==> src/rtl/core/opdcs_pkg.sv <==
// ----------------------------------------------------------------------------
// opdcs_pkg
// Shared types and constants of the open-page command sequencer.
// ----------------------------------------------------------------------------
package opdcs_pkg;

    localparam int DEF_BANK_COUNT  = 4;
    localparam int DEF_COLUMN_BITS = 5;
    localparam int DEF_BANK_BITS   = 2;

    localparam int FIFO_DEPTH = 4;

    localparam int ADDR_W  = 16;
    localparam int LEN_W   = 8;
    localparam int CODE_W  = 3;
    localparam int ROC_W   = 9;
    localparam int BIDX_W  = 2;
    localparam int REG_IDX_W = 2;

    localparam logic [REG_IDX_W-1:0] REG_PRECHARGE = 2'd0;
    localparam logic [REG_IDX_W-1:0] REG_ACTIVATE  = 2'd1;
    localparam logic [REG_IDX_W-1:0] REG_READ      = 2'd2;
    localparam logic [REG_IDX_W-1:0] REG_WRITE     = 2'd3;

    localparam logic [CODE_W-1:0] RST_PRECHARGE_CODE = 3'd0;
    localparam logic [CODE_W-1:0] RST_ACTIVATE_CODE  = 3'd1;
    localparam logic [CODE_W-1:0] RST_READ_CODE      = 3'd2;
    localparam logic [CODE_W-1:0] RST_WRITE_CODE     = 3'd3;

    // Row state of the target bank at classification time.
    typedef enum logic [1:0] {
        KIND_HIT  = 2'd0,   // row already open: column command only
        KIND_OPEN = 2'd1,   // bank idle: activate, column
        KIND_SWAP = 2'd2    // other row open: precharge, activate, column
    } kind_t;

    typedef enum logic [1:0] {
        ST_START = 2'd0,
        ST_ACT   = 2'd1,
        ST_COL   = 2'd2
    } step_t;

    typedef struct packed {
        kind_t              kind;
        logic               is_write;
        logic [BIDX_W-1:0]  bank;
        logic [ROC_W-1:0]   row;
        logic [ROC_W-1:0]   column;
        logic [LEN_W-1:0]   length;
    } req_t;

    typedef struct packed {
        logic full;
        logic valid;
    } fifo_status_t;

endpackage

==> src/rtl/core/opdcs_fifo.sv <==
// ----------------------------------------------------------------------------
// opdcs_fifo
// Short request queue between the classifier and the command issuer.
// ----------------------------------------------------------------------------
module opdcs_fifo
(
    input  logic                  clk,
    input  logic                  rst_n,
    input  logic                  push,
    input  opdcs_pkg::req_t       push_entry,
    input  logic                  pop,
    output opdcs_pkg::req_t       head_entry,
    output opdcs_pkg::fifo_status_t status
);

    localparam int DEPTH = opdcs_pkg::FIFO_DEPTH;
    localparam int PTR_W = (DEPTH > 1) ? $clog2(DEPTH) : 1;
    localparam int CNT_W = $clog2(DEPTH + 1);

    opdcs_pkg::req_t   mem [DEPTH];
    logic [PTR_W-1:0]  wr_ptr_reg;
    logic [PTR_W-1:0]  wr_ptr_next;
    logic [PTR_W-1:0]  rd_ptr_reg;
    logic [PTR_W-1:0]  rd_ptr_next;
    logic [CNT_W-1:0]  count_reg;
    logic [CNT_W-1:0]  count_next;

    always_comb
    begin
        wr_ptr_next = wr_ptr_reg;
        rd_ptr_next = rd_ptr_reg;
        count_next  = count_reg;
        if (push)
        begin
            wr_ptr_next = (wr_ptr_reg == PTR_W'(DEPTH - 1)) ? '0 : wr_ptr_reg + 1'b1;
        end
        if (pop)
        begin
            rd_ptr_next = (rd_ptr_reg == PTR_W'(DEPTH - 1)) ? '0 : rd_ptr_reg + 1'b1;
        end
        if (push && !pop)
        begin
            count_next = count_reg + 1'b1;
        end
        else if (pop && !push)
        begin
            count_next = count_reg - 1'b1;
        end
    end

    always_ff @(posedge clk or negedge rst_n)
    begin
        if (!rst_n)
        begin
            wr_ptr_reg <= '0;
            rd_ptr_reg <= '0;
            count_reg  <= '0;
        end
        else
        begin
            wr_ptr_reg <= wr_ptr_next;
            rd_ptr_reg <= rd_ptr_next;
            count_reg  <= count_next;
        end
    end

    always_ff @(posedge clk)
    begin
        if (push)
        begin
            mem[wr_ptr_reg] <= push_entry;
        end
    end

    assign head_entry   = mem[rd_ptr_reg];
    assign status.full  = (count_reg == CNT_W'(DEPTH));
    assign status.valid = (count_reg != '0);

endmodule

==> src/rtl/core/opdcs_front.sv <==
// ----------------------------------------------------------------------------
// opdcs_front
// Request intake: splits the address, tracks open rows, classifies the item.
// ----------------------------------------------------------------------------
module opdcs_front
#(
    parameter int BANK_COUNT  = opdcs_pkg::DEF_BANK_COUNT,
    parameter int COLUMN_BITS = opdcs_pkg::DEF_COLUMN_BITS,
    parameter int BANK_BITS   = opdcs_pkg::DEF_BANK_BITS
)
(
    input  logic                          clk,
    input  logic                          rst_n,
    input  logic                          s_tvalid,
    output logic                          s_tready,
    input  logic [23:0]                   s_tdata,   // word_address, write_length
    input  logic                          s_tuser,   // mode
    input  opdcs_pkg::fifo_status_t       status,
    output logic                          push,
    output opdcs_pkg::req_t               push_entry
);

    localparam int IDX_W   = (BANK_COUNT > 2) ? $clog2(BANK_COUNT) : 1;
    localparam int ROW_LSB = COLUMN_BITS + BANK_BITS;
    localparam int ADDR_W  = opdcs_pkg::ADDR_W;
    localparam int ROC_W   = opdcs_pkg::ROC_W;

    logic [ADDR_W-1:0]     word_address;
    logic [ADDR_W-1:0]     col_full;
    logic [ADDR_W-1:0]     bank_shift;
    logic [ADDR_W-1:0]     row_full;
    logic [BANK_BITS-1:0]  bank_raw;
    logic [4:0]            bank_mod;
    logic [IDX_W-1:0]      bank_idx;
    logic [ROC_W-1:0]      row;
    logic                  row_hit;
    logic                  accept;

    logic [ROC_W-1:0]      open_row_reg [BANK_COUNT];
    logic [BANK_COUNT-1:0] row_open_reg;
    logic [BANK_COUNT-1:0] row_open_next;

    assign word_address = s_tdata[15:0];
    assign col_full     = word_address & ADDR_W'((32'd1 << COLUMN_BITS) - 32'd1);
    assign bank_shift   = word_address >> COLUMN_BITS;
    assign bank_raw     = bank_shift[BANK_BITS-1:0];
    assign row_full     = word_address >> ROW_LSB;
    assign row          = row_full[ROC_W-1:0];

    // Reduce bank modulo the bank count.
    always_comb
    begin
        bank_mod = 5'(bank_raw);
        for (int i = 0; i < 8; i++)
        begin
            if (bank_mod >= 5'(BANK_COUNT))
            begin
                bank_mod = bank_mod - 5'(BANK_COUNT);
            end
        end
    end

    assign bank_idx = IDX_W'(bank_mod);
    assign row_hit  = row_open_reg[bank_idx] && (open_row_reg[bank_idx] == row);
    assign s_tready = !status.full;
    assign accept   = s_tvalid && s_tready;
    assign push     = accept;

    always_comb
    begin
        push_entry.is_write = s_tuser;
        push_entry.bank     = opdcs_pkg::BIDX_W'(bank_mod);
        push_entry.row      = row;
        push_entry.column   = col_full[ROC_W-1:0];
        push_entry.length   = s_tdata[23:16];
        if (row_hit)
        begin
            push_entry.kind = opdcs_pkg::KIND_HIT;
        end
        else if (row_open_reg[bank_idx])
        begin
            push_entry.kind = opdcs_pkg::KIND_SWAP;
        end
        else
        begin
            push_entry.kind = opdcs_pkg::KIND_OPEN;
        end
    end

    always_comb
    begin
        row_open_next = row_open_reg;
        if (accept)
        begin
            row_open_next[bank_idx] = 1'b1;
        end
    end

    always_ff @(posedge clk or negedge rst_n)
    begin
        if (!rst_n)
        begin
            row_open_reg <= '0;
        end
        else
        begin
            row_open_reg <= row_open_next;
        end
    end

    always_ff @(posedge clk)
    begin
        if (accept && !row_hit)
        begin
            open_row_reg[bank_idx] <= row;
        end
    end

endmodule

==> src/rtl/core/opdcs_back.sv <==
// ----------------------------------------------------------------------------
// opdcs_back
// Command issuer: expands each queued request into its command items.
// ----------------------------------------------------------------------------
module opdcs_back
(
    input  logic                                   clk,
    input  logic                                   rst_n,
    input  logic                                   cfg_wr_en,
    input  logic [opdcs_pkg::REG_IDX_W-1:0]        cfg_index,
    input  logic [opdcs_pkg::CODE_W-1:0]           cfg_data,
    input  opdcs_pkg::fifo_status_t                status,
    input  opdcs_pkg::req_t                        head_entry,
    output logic                                   pop,
    output logic                                   m_tvalid,
    input  logic                                   m_tready,
    output logic [23:0]                            m_tdata,  // bank_index, row_or_column, data_length
    output logic [opdcs_pkg::CODE_W-1:0]           m_tuser,  // command_code
    output logic                                   m_tlast
);

    localparam int CODE_W = opdcs_pkg::CODE_W;
    localparam int ROC_W  = opdcs_pkg::ROC_W;
    localparam int LEN_W  = opdcs_pkg::LEN_W;
    localparam int BIDX_W = opdcs_pkg::BIDX_W;

    logic [CODE_W-1:0]  code_reg [4];

    opdcs_pkg::step_t   step_reg;
    opdcs_pkg::step_t   step_next;
    logic               advance;

    logic [CODE_W-1:0]  cmd_code;
    logic [ROC_W-1:0]   cmd_roc;
    logic [LEN_W-1:0]   cmd_len;
    logic               cmd_last;

    logic               out_valid_reg;
    logic               out_valid_next;
    logic [CODE_W-1:0]  out_code_reg;
    logic [BIDX_W-1:0]  out_bank_reg;
    logic [ROC_W-1:0]   out_roc_reg;
    logic [LEN_W-1:0]   out_len_reg;
    logic               out_last_reg;

    always_ff @(posedge clk or negedge rst_n)
    begin
        if (!rst_n)
        begin
            code_reg[opdcs_pkg::REG_PRECHARGE] <= opdcs_pkg::RST_PRECHARGE_CODE;
            code_reg[opdcs_pkg::REG_ACTIVATE]  <= opdcs_pkg::RST_ACTIVATE_CODE;
            code_reg[opdcs_pkg::REG_READ]      <= opdcs_pkg::RST_READ_CODE;
            code_reg[opdcs_pkg::REG_WRITE]     <= opdcs_pkg::RST_WRITE_CODE;
        end
        else if (cfg_wr_en)
        begin
            code_reg[cfg_index] <= cfg_data;
        end
    end

    assign advance = status.valid && (!out_valid_reg || m_tready);

    always_comb
    begin
        step_next = step_reg;
        if (advance)
        begin
            case (step_reg)
                opdcs_pkg::ST_START:
                begin
                    case (head_entry.kind)
                        opdcs_pkg::KIND_SWAP: step_next = opdcs_pkg::ST_ACT;
                        opdcs_pkg::KIND_OPEN: step_next = opdcs_pkg::ST_COL;
                        default:              step_next = opdcs_pkg::ST_START;
                    endcase
                end
                opdcs_pkg::ST_ACT: step_next = opdcs_pkg::ST_COL;
                default:           step_next = opdcs_pkg::ST_START;
            endcase
        end
    end

    // Pick the command for the current step of the head request.
    always_comb
    begin
        cmd_code = head_entry.is_write ? code_reg[opdcs_pkg::REG_WRITE]
                                       : code_reg[opdcs_pkg::REG_READ];
        cmd_roc  = head_entry.column;
        cmd_len  = head_entry.is_write ? head_entry.length : '0;
        cmd_last = 1'b1;
        case (step_reg)
            opdcs_pkg::ST_START:
            begin
                case (head_entry.kind)
                    opdcs_pkg::KIND_SWAP:
                    begin
                        cmd_code = code_reg[opdcs_pkg::REG_PRECHARGE];
                        cmd_roc  = head_entry.row;
                        cmd_len  = '0;
                        cmd_last = 1'b0;
                    end
                    opdcs_pkg::KIND_OPEN:
                    begin
                        cmd_code = code_reg[opdcs_pkg::REG_ACTIVATE];
                        cmd_roc  = head_entry.row;
                        cmd_len  = '0;
                        cmd_last = 1'b0;
                    end
                    default:
                    begin
                        cmd_last = 1'b1;
                    end
                endcase
            end
            opdcs_pkg::ST_ACT:
            begin
                cmd_code = code_reg[opdcs_pkg::REG_ACTIVATE];
                cmd_roc  = head_entry.row;
                cmd_len  = '0;
                cmd_last = 1'b0;
            end
            default:
            begin
                cmd_last = 1'b1;
            end
        endcase
    end

    assign pop = advance && cmd_last;

    always_comb
    begin
        out_valid_next = out_valid_reg;
        if (advance)
        begin
            out_valid_next = 1'b1;
        end
        else if (m_tready)
        begin
            out_valid_next = 1'b0;
        end
    end

    always_ff @(posedge clk or negedge rst_n)
    begin
        if (!rst_n)
        begin
            step_reg      <= opdcs_pkg::ST_START;
            out_valid_reg <= 1'b0;
        end
        else
        begin
            step_reg      <= step_next;
            out_valid_reg <= out_valid_next;
        end
    end

    always_ff @(posedge clk)
    begin
        if (advance)
        begin
            out_code_reg <= cmd_code;
            out_bank_reg <= head_entry.bank;
            out_roc_reg  <= cmd_roc;
            out_len_reg  <= cmd_len;
            out_last_reg <= cmd_last;
        end
    end

    assign m_tvalid = out_valid_reg;
    assign m_tuser  = out_code_reg;
    assign m_tlast  = out_last_reg;
    assign m_tdata  = {5'b0, out_len_reg, out_roc_reg, out_bank_reg};

endmodule

==> src/rtl/core/open_page_dram_command_sequencer.sv <==
// ----------------------------------------------------------------------------
// open_page_dram_command_sequencer
// Turns read/write requests into precharge, activate and column commands.
//
//   channel   dir  handshake           content
//   s_*       in   s_tvalid/s_tready   request: address, length, mode
//   m_*       out  m_tvalid/m_tready   command: bank, row/column, length, code
//   cfg_*     in   cfg_wr_en           command code registers
//
// One command item leaves per cycle while m_tready is high; a request expands
// into one to three items (row hit, idle bank, row conflict) through the single command output register.
// The four-entry request queue lets intake run ahead of the command output.
// Reset closes all rows and restores default codes; no clearing pass.
// A stalled output holds its item while the queue keeps taking requests until full.
// ----------------------------------------------------------------------------
module open_page_dram_command_sequencer
#(
    parameter int BANK_COUNT  = opdcs_pkg::DEF_BANK_COUNT,
    parameter int COLUMN_BITS = opdcs_pkg::DEF_COLUMN_BITS,
    parameter int BANK_BITS   = opdcs_pkg::DEF_BANK_BITS
)
(
    input  logic                              clk,
    input  logic                              rst_n,
    input  logic                              s_tvalid,
    output logic                              s_tready,
    input  logic [23:0]                       s_tdata,   // word_address, write_length
    input  logic                              s_tuser,   // mode
    output logic                              m_tvalid,
    input  logic                              m_tready,
    output logic [23:0]                       m_tdata,   // bank_index, row_or_column, data_length
    output logic [opdcs_pkg::CODE_W-1:0]      m_tuser,   // command_code
    output logic                              m_tlast,
    input  logic                              cfg_wr_en,
    input  logic [opdcs_pkg::REG_IDX_W-1:0]   cfg_index,
    input  logic [opdcs_pkg::CODE_W-1:0]      cfg_data
);

    logic                     push;
    logic                     pop;
    opdcs_pkg::req_t          push_entry;
    opdcs_pkg::req_t          head_entry;
    opdcs_pkg::fifo_status_t  status;

    opdcs_front
    #(
        .BANK_COUNT  (BANK_COUNT),
        .COLUMN_BITS (COLUMN_BITS),
        .BANK_BITS   (BANK_BITS)
    )
    u_front
    (
        .clk        (clk),
        .rst_n      (rst_n),
        .s_tvalid   (s_tvalid),
        .s_tready   (s_tready),
        .s_tdata    (s_tdata),
        .s_tuser    (s_tuser),
        .status     (status),
        .push       (push),
        .push_entry (push_entry)
    );

    opdcs_fifo u_fifo
    (
        .clk        (clk),
        .rst_n      (rst_n),
        .push       (push),
        .push_entry (push_entry),
        .pop        (pop),
        .head_entry (head_entry),
        .status     (status)
    );

    opdcs_back u_back
    (
        .clk        (clk),
        .rst_n      (rst_n),
        .cfg_wr_en  (cfg_wr_en),
        .cfg_index  (cfg_index),
        .cfg_data   (cfg_data),
        .status     (status),
        .head_entry (head_entry),
        .pop        (pop),
        .m_tvalid   (m_tvalid),
        .m_tready   (m_tready),
        .m_tdata    (m_tdata),
        .m_tuser    (m_tuser),
        .m_tlast    (m_tlast)
    );

endmodule

==> config.mk <==
export PLATFORM = sky130hd
export DESIGN_NAME = open_page_dram_command_sequencer
export DESIGN_NICKNAME = d
export VERILOG_FILES = /design/src/rtl/core/opdcs_pkg.sv /design/src/rtl/core/opdcs_fifo.sv /design/src/rtl/core/opdcs_front.sv /design/src/rtl/core/opdcs_back.sv /design/src/rtl/core/open_page_dram_command_sequencer.sv
export SDC_FILE = /design/constraint.sdc
export NUM_CORES = 1
export LEC_CHECK = 0
export ABC_AREA = 1
export BUFFER_PORTS_ARGS = -buffer_cell sky130_fd_sc_hd__buf_2
export CORE_MARGIN = 5
export CORE_UTILIZATION = 50
export CTS_CLUSTER_DIAMETER = 200
export DETAILED_ROUTE_END_ITERATION = 12
export GPL_TIMING_DRIVEN = 0
export PLACE_DENSITY = 0.67
export REMOVE_ABC_BUFFERS = 1
export SYNTH_ARGS = -nofsm -noshare
export SYNTH_HDL_FRONTEND = slang
export SYNTH_SLANG_ARGS = --single-unit
export TNS_END_PERCENT = 50
==> constraint.sdc <==
create_clock -name clk -period 5.6 [get_ports clk]
set_input_delay 0.84 -clock clk [delete_from_list [all_inputs] [get_ports clk]]
set_output_delay 0.84 -clock clk [all_outputs]
set_load 0.05 [all_outputs]
==> out/results.tsv, run 1 <==
metric	value	unit
cp_top_family	buffers and inverters	
slew_violations	0	
drive_above_1_share	0.156	
place_area	8320	um2
post-synth-top-count-cell	edfxtp_1	
drtIter0Drc	339	
core	15300	um2
synth_seq_cells	193	
max_cap_violations	0	
dp.final_hpwl	8780	um
cell_internal_pwr	3120	uW
grt_use_total	0.171	
die_w	135	um
cp.arrival	5.26	ns
netlist_area	7820	um2
combPwrFrac	0.318	
start_util	0.513	
fin_nets	747	
status	finished, final reports clean	
synth.area.mux_share	0	
ys_seq_area_frac	0.725	
cts.sinks	193	
tritoncts	yes	
grt_pass1_vias	4762	
p_sw_frac	0.364	
cts_buffers	17	
rows	45	
cp_max_fo	35	
p_leak	0.00346	uW
die_h	135	um
min_period_over_period	0.883	
crit_buf_inv	5	
clk_latency	0.44	ns
finalPower	4910	uW
synth_top_area_cell	edfxtp_1	
globalplace.congestion	0.805	
postCtsResizedCells	1	
seq_power_share	0.424	
min_path_type	in2async	
cp_data_required_time	5.92	ns
cpMostUsedCell	inv_1	
layout_min_cycle_time	4.95	ns
cts_buffer_depth	2	
worst_slew_pin_slew	0.930	ns
fmax	202	MHz
rsz0062_at_grt	no	
ys.flop_type	edfxtp_1	
synthSimpleGateAreaFrac	0.137	
synth_cells	647	
crit_chain	clkinv_2, a32oi_1, inv_1, ha_1, nor2_1, a21oi_2, inv_1, nor2_1, inv_1, ha_1, inv_1, fa_1, nor2_1, a21oi_1	
synth_xor_area_frac	0.00336	
synth_top_area_frac	0.641	
post-route-drc-count	0	
synth_top_family_by_area	simple AND/OR/NAND/NOR gates	
postLayoutSetupSlackWorst	0.653	ns
grt_pass1_wl	23800	um
largest_register_ffs	108	
synthTopCellsByCount	edfxtp_1, nand2_1, nor2_1	
ys_warn_count	0	
worstSetupStartpointType	flop	
p_per_area	550	nW/um2
clkPwrFrac	0.258	
synth-compound-area-share	0.0797	
drt-wirelength-per-cell	16.0	um
avgSynthCellArea	12.1	um2
worstSetupPathType	reg2reg	
design_area	8940	um2
htreeDepth	4	
async_reset_ff_frac	0.135	
die_area	18200	um2
fin_setup_tns	0	ns
syn2layout_area_growth	14.3	%
route.vias.total	4795	
post_cts_buffers	0	
ant_nets	0	
viasPerCell	5.17	
root_buffer	clkbuf_16	
worstSetupEndpointType	flop	
ir_drop	0.238	mV
port_buffers	59	
synth_edf_count	167	
yosysUniqueCellTypes	34	
yosys-top-cells-area	edfxtp_1, nand2_1, dfrtp_1	
routed_wl	14800	um
antenna_cells	0	
clock_skew	0.0142	ns
drtPass1Iterations	5	
p_switching	1790	uW
pre_cts_slack	0.0173	ns
max_stage_delay	0.96	ns
postCtsHoldBufs	0	
slew_headroom	0.380	
grt_max_degree	56	
overflow	0	
synthAdderAreaFrac	0.0154	
finalSetupViolCount	0	
antenna_found_initial	0	
crit_slowest_cell	dfrtp_1	
clk_pin_slew	0.07	ns
finalHoldViolations	0	
io_pins	65	
[power groups by stage]
stage          Combinational (uW)  Sequential (uW)  Clock [uW]
2_1_floorplan                 764             2420           0
3_3_place_gp                 1440             2160           0
3_5_place_dp                 1570             2110           0
4_1_cts                      1580             2090        1280
5_1_grt                      1730             2110        1350
6_report                     1560             2080        1270
[routing by layer]
metal  track usage  wire [um]
met1         0.213       6500
met2         0.288       7280
met3        0.0462        857
met4        0.0616        206
met5             0          0
[logic make-up after synthesis]
logic type,after synthesis
AOI/OAI and AO/OA,109
xor gates and xnor gates,3
adders and majority gates,9
buffers and inverters,67
DFF,193
other,1
and+or+nand+nor,265
[placed cells by master, fill, tap and decap left out, types with 4 or more instances in the layout]
| cell | Yosys | final |
|---|---|---|
| inv_1 | 35 | 35 |
| dfstp_2 | 4 | 4 |
| dfrtp_1 | 22 | 21 |
| nand2_1 | 162 | 162 |
| nor2_1 | 71 | 67 |
| ha_1 | 8 | 8 |
| a32o_1 | 5 | 5 |
| edfxtp_1 | 167 | 167 |
| nand3_1 | 15 | 15 |
| a21oi_1 | 32 | 32 |
| buf_2 | 11 | 59 |
| o21ai_0 | 56 | 56 |
| nor2_4 | 0 | 4 |
| a221o_1 | 5 | 5 |
| bufinv_16 | 0 | 4 |
| conb_1 | 1 | 5 |
| or2_2 | 4 | 4 |
| nand3b_1 | 5 | 5 |
| nand4_1 | 5 | 5 |
| clkbuf_16 | 0 | 17 |
[path summary, 6_finish.rpt]
kind	start	to	slack, ns	depth (start not counted)
min reg2reg	u_front.row_open_reg[0]$_DFFE_PN0P_	u_front.row_open_reg[0]$_DFFE_PN0P_	0.47	1
min	rst_n	u_fifo.rd_ptr_reg[1]$_DFFE_PN0P_	0.43	1
max	u_fifo.rd_ptr_reg[1]$_DFFE_PN0P_	u_fifo.count_reg[1]$_DFFE_PN0P_	0.65	14
min in group clk	u_front.row_open_reg[0]$_DFFE_PN0P_	u_front.row_open_reg[0]$_DFFE_PN0P_	0.47	1
max reg2reg	u_fifo.rd_ptr_reg[1]$_DFFE_PN0P_	u_fifo.count_reg[1]$_DFFE_PN0P_	0.65	14
max in group asynchronous	rst_n	u_fifo.rd_ptr_reg[0]$_DFFE_PN0P_	4.70	1
[per-stage QoR]
stage                     instances   util  hold slack, ns
after floorplan                 623      -           0.440
after global placement          893  0.540           0.454
after detailed placement        895  0.545           0.456
after CTS                       927  0.586           0.441
after global routing            927  0.586           0.470
final                           927  0.586           0.432
[cell type report]
| cell class | instances | area (um2) |
|---|---|---|
| Multi-Input combinational cell | 391 | 1900 |
| Timing Repair Buffer | 61 | 335 |
| Sequential cell | 193 | 5670 |
| Clock inverter | 13 | 183 |
| Tap cell | 211 | 264 |
| Clock buffer | 19 | 433 |
| Fill cell | 1204 | 6320 |
| Inverter | 39 | 148 |
No activity file was read; power rests on OpenSTA's default activity.
==> run 2, diff against run 1 <==
--- a/config.mk
+++ b/config.mk
@@ -7,7 +7,6 @@
 export LEC_CHECK = 0
 export ABC_AREA = 1
 export BUFFER_PORTS_ARGS = -buffer_cell sky130_fd_sc_hd__buf_2
-export CORE_MARGIN = 5
 export CORE_UTILIZATION = 50
 export CTS_CLUSTER_DIAMETER = 200
 export DETAILED_ROUTE_END_ITERATION = 12
@@ -17,4 +16,4 @@
 export SYNTH_ARGS = -nofsm -noshare
 export SYNTH_HDL_FRONTEND = slang
 export SYNTH_SLANG_ARGS = --single-unit
-export TNS_END_PERCENT = 50
+export TNS_END_PERCENT = 10
==> out/results.tsv, run 2 (synthesis gave the netlist of run 1 again) <==
metric	value	unit	change
status	finished, final reports clean		unchanged
route.vias.total	4851		was 4795
min_path_type	in2async		unchanged
io_pins	65		unchanged
syn2layout_area_growth	13.6	%	was 14.3%
grt_pass1_wl	23800	um	unchanged
start_util	0.513		unchanged
p_per_area	535	nW/um2	was 550 nW/um2
clk_latency	0.43	ns	was 0.44 ns
cp_max_fo	35		unchanged
htreeDepth	4		unchanged
post-route-drc-count	0		unchanged
rsz0062_at_grt	no		unchanged
clkPwrFrac	0.230		was 0.258
finalSetupViolCount	0		unchanged
drt-wirelength-per-cell	16.0	um	about the same
largest_register_ffs	108		unchanged
max_cap_violations	0		unchanged
die_h	127	um	was 135 um
r2r_cells	14		unchanged
reg2reg_setup_slack	0.61	ns	was 0.65 ns
finalHoldViolations	0		unchanged
ant_nets	0		unchanged
worst_slew_pin_slew	0.979	ns	was 0.930 ns
cp_data_required_time	5.91	ns	was 5.92 ns
die_area	16100	um2	was 18200 um2
fin_util	0.582		was 0.586
postLayoutSetupSlackWorst	0.608	ns	was 0.653 ns
min_period_over_period	0.891		was 0.883
cp.arrival	5.30	ns	was 5.26 ns
r2r-start	u_fifo.rd_ptr_reg[1]$_DFFE_PN0P_		unchanged
port_buffers	59		unchanged
fmax	200	MHz	was 202 MHz
design_area	8880	um2	was 8940 um2
dp.cells	896		was 895
slew_violations	0		unchanged
fin_nets	748		was 747
drive_above_1_share	0.153		was 0.156
final_cell_mix	edfxtp_1, nand2_1, nor2_1		unchanged
grt_pass1_vias	4832		was 4762
cell_internal_pwr	3000	uW	was 3120 uW
dp.final_hpwl	8850	um	was 8780 um
worstSetupStartpoint	u_fifo.rd_ptr_reg[1]$_DFFE_PN0P_		unchanged
worstSetupPathType	reg2reg		unchanged
die_w	127	um	was 135 um
fillers	1237		was 1204
p_switching	1750	uW	was 1790 uW
ir_drop	0.261	mV	was 0.238 mV
finalPower	4750	uW	was 4910 uW
combPwrFrac	0.332		was 0.318
clk_pin_slew	0.06	ns	was 0.07 ns
root_buffer	clkbuf_16		unchanged
layout_min_cycle_time	4.99	ns	was 4.95 ns
globalplace.congestion	0.757		was 0.805
tritoncts	yes		unchanged
grt_max_degree	56		unchanged
overflow	0		unchanged
r2r_end	u_fifo.count_reg[1]$_DFFE_PN0P_		unchanged
fin_cells	928		was 927
p_sw_frac	0.368		was 0.364
antenna_found_initial	0		unchanged
core	15300	um2	unchanged
p_leak	0.00344	uW	was 0.00346 uW
place_area	8350	um2	was 8320 um2
routed_wl	14800	um	about the same
crit_path_end	u_fifo.count_reg[1]$_DFFE_PN0P_		unchanged
cts.sinks	193		unchanged
slew_headroom	0.348		was 0.380
viasPerCell	5.23		was 5.17
grt_use_total	0.197		was 0.171
layout_commonest_cell	edfxtp_1		unchanged
seq_power_share	0.438		was 0.424
worstSetupEndpointType	flop		unchanged
cts_buffers	17		unchanged
drtPass1Iterations	4		was 5
pre_cts_slack	-0.0711	ns	was 0.0173 ns
rows	45		unchanged
drtIter0Drc	321		was 339
clock_skew	0.00723	ns	was 0.0142 ns
cts_buffer_depth	2		unchanged
worstSetupStartpointType	flop		unchanged
antenna_cells	0		unchanged
[run 2: worst min path at each step]
stage,end,cells after the start
final,u_back.code_reg[3]$_DFFE_PN0P_,1
after global routing,u_back.code_reg[5]$_DFFE_PN0P_,1
after CTS,u_back.code_reg[11]$_DFFE_PN0P_,1
after detailed placement,u_front.row_open_reg[1]$_DFFE_PN0P_,1
after global placement,u_front.row_open_reg[3]$_DFFE_PN0P_,1
after floorplan,u_front.row_open_reg[1]$_DFFE_PN0P_,1
[run 2: area by class of cell]
type	instances	area, um2	share of cell area
Timing Repair Buffer	62	363	0.0408
Inverter	39	148	0.0166
Multi-Input combinational cell	391	1900	0.214
Clock inverter	5	31.3	0.00352
Sequential cell	193	5670	0.638
Tap cell	211	264	0.0297
Clock buffer	27	503	0.0566
[run 2: timing repair]
action,in CTS,in global routing
gates resized for setup,1,0
hold buffers,0,0
endpoints found under the setup margin,1,0
setup buffers,0,0
[run 2: layer usage]
layer | wire, um | up-vias | global-route usage
li1 | - | 2356 | -
met1 | 6490 | 2356 | 0.245
met2 | 7460 | 117 | 0.334
met3 | 601 | 22 | 0.0511
met4 | 250 | 0 | 0.0777
met5 | 0 | - | 0
[run 2: stage by stage]
| step | hold slack [ns] | setup TNS, ns |
|---|---|---|
| after floorplan | 0.440 | 0 |
| after global placement | 0.455 | -0.0603 |
| after detailed placement | 0.453 | -0.0711 |
| after CTS | 0.445 | 0 |
| after global routing | 0.476 | 0 |
| final | 0.446 | 0 |
[run 2: power groups by stage]
stage / logic, uW / clock network (uW) / registers (uW)
final: 1580 / 1090 / 2080
after global routing: 1750 / 1170 / 2110
after CTS: 1600 / 1110 / 2080
after detailed placement: 1590 / 0 / 2110
after global placement: 1440 / 0 / 2160
after floorplan: 764 / 0 / 2420
[run 2: worst max-delay path, stage by stage, from the launching register on]
cell and delay, ns:
dfrtp_1 0.99, clkinv_2 0.78, a32oi_1 0.49, inv_1 0.09
ha_1 0.29, nor2_1 0.10, a21oi_2 0.59, inv_1 0.28
nor2_1 0.31, inv_1 0.09, ha_1 0.19, inv_1 0.09
fa_1 0.42, nor2_1 0.11, a21oi_1 0.05
